<file path="src/hw/rtl/tfc_pkg.sv">
// Shared constants and types for the terrain frustum cull block.
package tfc_pkg;

  localparam int unsigned VTX_W              = 26;
  localparam int unsigned TRI_W              = 27;
  localparam int unsigned NUM_PLANES         = 6;
  localparam int unsigned PLANE_W            = 64;
  localparam int unsigned COEF_W             = 16;
  localparam int unsigned GW_W               = 11;
  localparam int unsigned GR_W               = 16;
  localparam int unsigned CFG_IDX_W          = 3;
  localparam int unsigned GRID_MAX_WIDTH_DEF = 1024;
  localparam int unsigned COORD_BITS_DEF     = 16;
  localparam int unsigned QUEUE_DEPTH        = 4;

  localparam logic [CFG_IDX_W-1:0] REG_PLANE_LAST = 3'd5;
  localparam logic [CFG_IDX_W-1:0] REG_GRID_WIDTH = 3'd6;
  localparam logic [CFG_IDX_W-1:0] REG_GRID_ROWS  = 3'd7;

  typedef struct packed {
    logic [VTX_W-1:0] v;
    logic [VTX_W-1:0] w;
    logic             t_upper;
    logic             t_lower;
    logic             pass_end;
  } rec_t;

endpackage

</file>
<file path="src/hw/rtl/tfc_queue.sv">
// Short record queue between the classify front and the triangle back end.
module tfc_queue import tfc_pkg::*; (
  input  logic clk_i,
  input  logic rst_ni,
  input  logic push_i,
  input  rec_t rec_i,
  output logic full_o,
  output logic vld_o,
  output rec_t rec_o,
  input  logic pop_i
);

  localparam int unsigned AW = (QUEUE_DEPTH > 1) ? $clog2(QUEUE_DEPTH) : 1;

  rec_t          mem_q [QUEUE_DEPTH];
  logic [AW-1:0] wr_q, wr_d, rd_q, rd_d;
  logic [AW:0]   cnt_q, cnt_d;
  logic          do_push, do_pop;

  assign do_push = push_i && !full_o;
  assign do_pop  = pop_i && vld_o;
  assign full_o  = (cnt_q == (AW+1)'(QUEUE_DEPTH));
  assign vld_o   = (cnt_q != '0);
  assign rec_o   = mem_q[rd_q];

  always_comb begin
    wr_d  = wr_q;
    rd_d  = rd_q;
    cnt_d = cnt_q;
    if (do_push) begin
      wr_d = (wr_q == AW'(QUEUE_DEPTH-1)) ? '0 : wr_q + AW'(1);
    end
    if (do_pop) begin
      rd_d = (rd_q == AW'(QUEUE_DEPTH-1)) ? '0 : rd_q + AW'(1);
    end
    if (do_push && !do_pop) begin
      cnt_d = cnt_q + (AW+1)'(1);
    end else if (do_pop && !do_push) begin
      cnt_d = cnt_q - (AW+1)'(1);
    end
  end

  always_ff @(posedge clk_i or negedge rst_ni) begin
    if (!rst_ni) begin
      wr_q  <= '0;
      rd_q  <= '0;
      cnt_q <= '0;
    end else begin
      wr_q  <= wr_d;
      rd_q  <= rd_d;
      cnt_q <= cnt_d;
    end
  end

  always_ff @(posedge clk_i) begin
    if (do_push) begin
      mem_q[wr_q] <= rec_i;
    end
  end

endmodule

</file>
<file path="config.mk">
export PLATFORM = sky130hd
export DESIGN_NAME = tfc_queue
export DESIGN_NICKNAME = d
export VERILOG_FILES = /design/src/hw/rtl/tfc_pkg.sv /design/src/hw/rtl/tfc_queue.sv
export SDC_FILE = /design/constraint.sdc
export NUM_CORES = 1
export LEC_CHECK = 0
export ABC_AREA = 1
export BUFFER_PORTS_ARGS = -buffer_cell sky130_fd_sc_hd__buf_2
export CAP_MARGIN = 30
export CORE_MARGIN = 10
export CORE_UTILIZATION = 62
export CTS_CLUSTER_DIAMETER = 50
export DETAILED_ROUTE_END_ITERATION = 16
export GPL_TIMING_DRIVEN = 1
export HOLD_SLACK_MARGIN = 0.02
export PLACE_DENSITY_LB_ADDON = 0.15
export SYNTH_ARGS = -nofsm -noshare
export SYNTH_HDL_FRONTEND = slang
export SYNTH_SLANG_ARGS = --single-unit
</file>
<file path="constraint.sdc">
create_clock -name clk_i -period 7.4 [get_ports clk_i]
set_input_delay 0.37 -clock clk_i [delete_from_list [all_inputs] [get_ports clk_i]]
set_output_delay 0.37 -clock clk_i [all_outputs]
set_load 0.05 [all_outputs]
</file>
# After elaboration in Yosys (flattened, before gate mapping)

Memory sizes are Yosys's and may differ from the RTL's.
Cells that the tools add are included.

Register bits: 7
Latch bits: 0
Bits in writable memories: 220
ROM bits: 0
Input bits: 59
Output and inout port bits: 57
Word-level logic and storage cells: 26
Memories kept: 1

Add/sub/neg operators: 4
$mul: 0
Divide/modulo/power cells: 0
$lt $le $gt $ge: 0
Equality and inequality tests: 3
Shift operators: 0
Muxes and demuxes: 6
Bitwise gates (word level): 0
Reduce and logical (&&, ||, !) cells: 9

Memory list:

| memory | words | bits a word | rd ports | clocked after memory_dff | write ports | line            | RTL |
|---|---|---|---|---|---|---|---|
| mem_q  | 4     | 55          | 1        | 0                        | 1           | tfc_queue.sv:15 | `rec_t mem_q [QUEUE_DEPTH];` |

Operators by type and width:

| cell                | number |
|---|---|
| $mux 3              | 2 |
| $add 2x1->2 const B | 2 |
| $eq 2x2->1 const B  | 2 |
| $logic_and 1x1->1   | 4 |
| $mux 2              | 2 |
| $add 3x1->3 const B | 1 |
| $eq 3x3->1 const B  | 1 |
| $logic_not 1->1     | 3 |
| $reduce_bool 3->1   | 1 |
| $sub 3x1->3 const B | 1 |
| $mux 1              | 2 |
| $reduce_bool 2->1   | 1 |

# Depth between registers and ports, before layout

Depth in word-level cells: 7
Gate-level depth with buffers: 12
Mapped depth without buffers: 12

# Worst setup path before layout

No wires, ideal clock.

Path type: register to register
Start point: reg cnt_q[0]
End point: mem mem_q[0][0] (netlist bit), enable pin
Library setup time: 0.468 ns
Arrival: 3.022 ns
Data required time: 6.932 ns
Slack: 3.910 ns
Stages on the path, launching flop included: 5
Buffers on the path: 0
Clock period less this slack: 3.490 ns
Cells stage by stage: dfrtp_1 inv_2 nand3_1 nand2_1 nor2_1

Word-level cells in the longest chain between the ends: 5

Ends and longest elaborated chain:

| element                      | line            | RTL |
|---|---|---|
| start: declaration           | tfc_queue.sv:17 | `logic [AW:0] cnt_q, cnt_d;` |
| start signal: assignment     | tfc_queue.sv:51 | `cnt_q <= cnt_d;` |
| $eq 3x3->1                   | tfc_queue.sv:22 | `assign full_o = (cnt_q == (AW+1)'(QUEUE_DEPTH));` |
| $logic_not 1->1              | tfc_queue.sv:20 | `assign do_push = push_i && !full_o;` |
| $logic_and 1x1->1            | tfc_queue.sv:20 |  |
| $mux 1                       | tfc_queue.sv:56 | `if (do_push) begin` |
| $mux 1 (implied by the code) | tfc_queue.sv:57 | `mem_q[wr_q] <= rec_i;` |
| end: declaration             | tfc_queue.sv:15 |  |

No other way between the ends.

==> out/results.ini <==
[cells_and_area]
regArea_sq_um=6790
nFillCells=1018
drive_above_1_share_pct=26.2
area_delta_synth_final_pct=14.4
nets=881
final_common_cell=edfxtp_1
multi_input_area_sq_um=1980
layout_common_cells=edfxtp_1, nand2_1, inv_1
final_util_pct=72.1
layout.cells.non_filler=1020
fin_area_sq_um=10900

[sta]
min_period_ns=3.40
rsz0062_at_grt=no
worst_slack_ns=4.00
worst_pin_slew_ns=0.920
slew-limit-headroom_pct=38.6
fmax_mhz=294
setup_viol=0
setup_tns_ns=0
hold_viol=0
clock_skew_ns=0.00844
timing.hold.ws_ns=0.0897
drv_slew=0
finalCritPeriodShare_pct=46.0

[power]
power.density_nw_per_um2=471
power.leakage_nw=4.41
ir_worst_vdd_uv=366
power_mw=5.14

[global_route]
grt_pass1_wl_mm=29.0
grt_pass1_vias=5727
overflow=0
grt_usage_pct=17.7
antenna_found_initial=1
grt_max_degree=101

[synthesis]
synthSimpleGateAreaFrac_pct=7.75
synth_fa_ha_area_share_pct=0.997
synth_cell_types=19
synth_cells=701
yosys_warnings=0
syn-num-nets=767
synth_top_family_by_area=compound AO/OA/AOI/OAI gates
synthXorXnorAreaFrac_pct=0.0918
synth.cell_area_sq_um=9540
synth-seq-cells=227
synthMuxAreaShare_pct=0
yosysSeqAreaShare_pct=71.1
synth-compound-area-share_pct=11.6
postSynthAreaPerCell_sq_um=13.6

[placement]
portBuffers=115
placement.cell_area_sq_um=10100
gp_congestion=0.734
dp_cells=976
place_ws_ns=3.89
dp_hpwl_mm=11.1

[cts]
clkTransAtPathRegs_ns=0.06
cts_tree=built
cts_buffers=23
cts_htree_levels=1
cts_resized=0
cts_sinks=227
cts-root-buf=clkbuf_16
cts_buffer_depth=3
insertion_delay_ns=0.49

[floorplanning]
die_h_microns=144
die_x_microns=144
ios=116
initial_core_util_pct=63.0
std_cell_rows=45
coreArea_sq_um=15100
die_area_sq_um=20700

[worst_setup_path]
end_kind=output port
arrival_ns=3.03
crit_fanout=72
cp_data_required_time_ns=7.03
crit_type=reg -> out
crit_path_start_kind=register

[drt]
first_iter_violations=351
antenna_left=0
drt_first_pass_iters=7
wl_mm=18.2
route.detailed.drc=0
vias=5533
via_per_inst=5.42
routedWlPerCell_microns=17.9

[run]
cap_viol_max_count=0

[min_path]
hp-class=in -> reg

[run_status]
status=finished clean

## final cells by class
type / count / area share (%)
antenna: 1 / 0.0229
clock buffer: 35 / 5.87
clock inverter: 6 / 0.952
inverter: 125 / 4.30
multi-input combinational: 313 / 18.1
sequential: 227 / 62.2
tap: 188 / 2.16
timing repair buffer: 125 / 6.35
## Yosys cell counts
master | count | area, sq um
edfxtp_1 | 220 | 6610
nand2_1 | 180 | 676
inv_1 | 122 | 458
o211ai_1 | 55 | 413
o211ai_2 | 55 | 688
buf_6 | 19 | 214
buf_2 | 10 | 50.1
dfrtp_1 | 7 | 175
nand3_1 | 7 | 35.0
ha_1 | 6 | 75.1
nor2_1 | 6 | 22.5
buf_4 | 5 | 37.5
inv_2 | 3 | 11.3
buf_12 | 1 | 20.0
buf_8 | 1 | 15.0
fa_1 | 1 | 20.0
nand4_1 | 1 | 6.26
o21ai_0 | 1 | 5.00
xnor2_1 | 1 | 8.76
## sequential cells by signal, indices dropped and copies added, names as in the netlist
signal,cells
cnt_q,3
wr_q,2
rd_q,2
mem_q,220
## per-layer routing
layer | global-route usage (%) | vias up | routed length (microns)
met5 | 0 | - | 0
met4 | 4.62 | 0 | 289
met3 | 3.84 | 27 | 1180
met2 | 31.4 | 167 | 9400
met1 | 21.2 | 2683 | 7370
li1 | - | 2656 | -
## kinds of logic (layout without fill, tap and decap cells)
kind of cell | count (synthesis) | in the layout
DFF | 227 | 227
and+or+nand+nor | 194 | 194
buffers and inverters | 161 | 291
AOI/OAI and AO/OA | 111 | 111
adders and majority gates | 7 | 7
xor gates and xnor gates | 1 | 1
other | 0 | 1
## timing repair
| item | 4_1_cts | 5_1_grt |
|---|---|---|
| endpoints found under the setup margin | 0 | 0 |
| hold endpoints to repair | 7 | 0 |
| buffers inserted | 0 | 0 |
| hold buffers | 1 | 0 |
## power breakdown
part	internal (mW)	switching (mW)	total [mW]
registers	1.69	0.126	1.82
logic	0.514	1.67	2.18
clock network	0.699	0.439	1.14
## worst max-delay path: stages (launching register included)
cell and delay [ns]:
dfrtp_4 0.62, buf_4 0.56, buf_4 0.70, o211ai_1 0.21, nand2_1 0.11, buf_2 0.27
## path summary, 6_finish.rpt
kind | slack [ns] | cells past startpoint | endpoint | from
min in group asynchronous | 0.28 | 2 | cnt_q[1] | rst_ni
setup / recovery | 4.00 | 5 | rec_o[35] | rd_q[0]
max in group asynchronous | 6.95 | 2 | rd_q[1] | rst_ni
hold / removal | 0.09 | 1 | mem_q[3][26] | rec_i[26]
setup reg to reg | 4.74 | 5 | mem_q[3][51] | cnt_q[0]
hold reg to reg | 0.52 | 2 | cnt_q[2] | cnt_q[2]
Power figures use the tool's default switching activity.
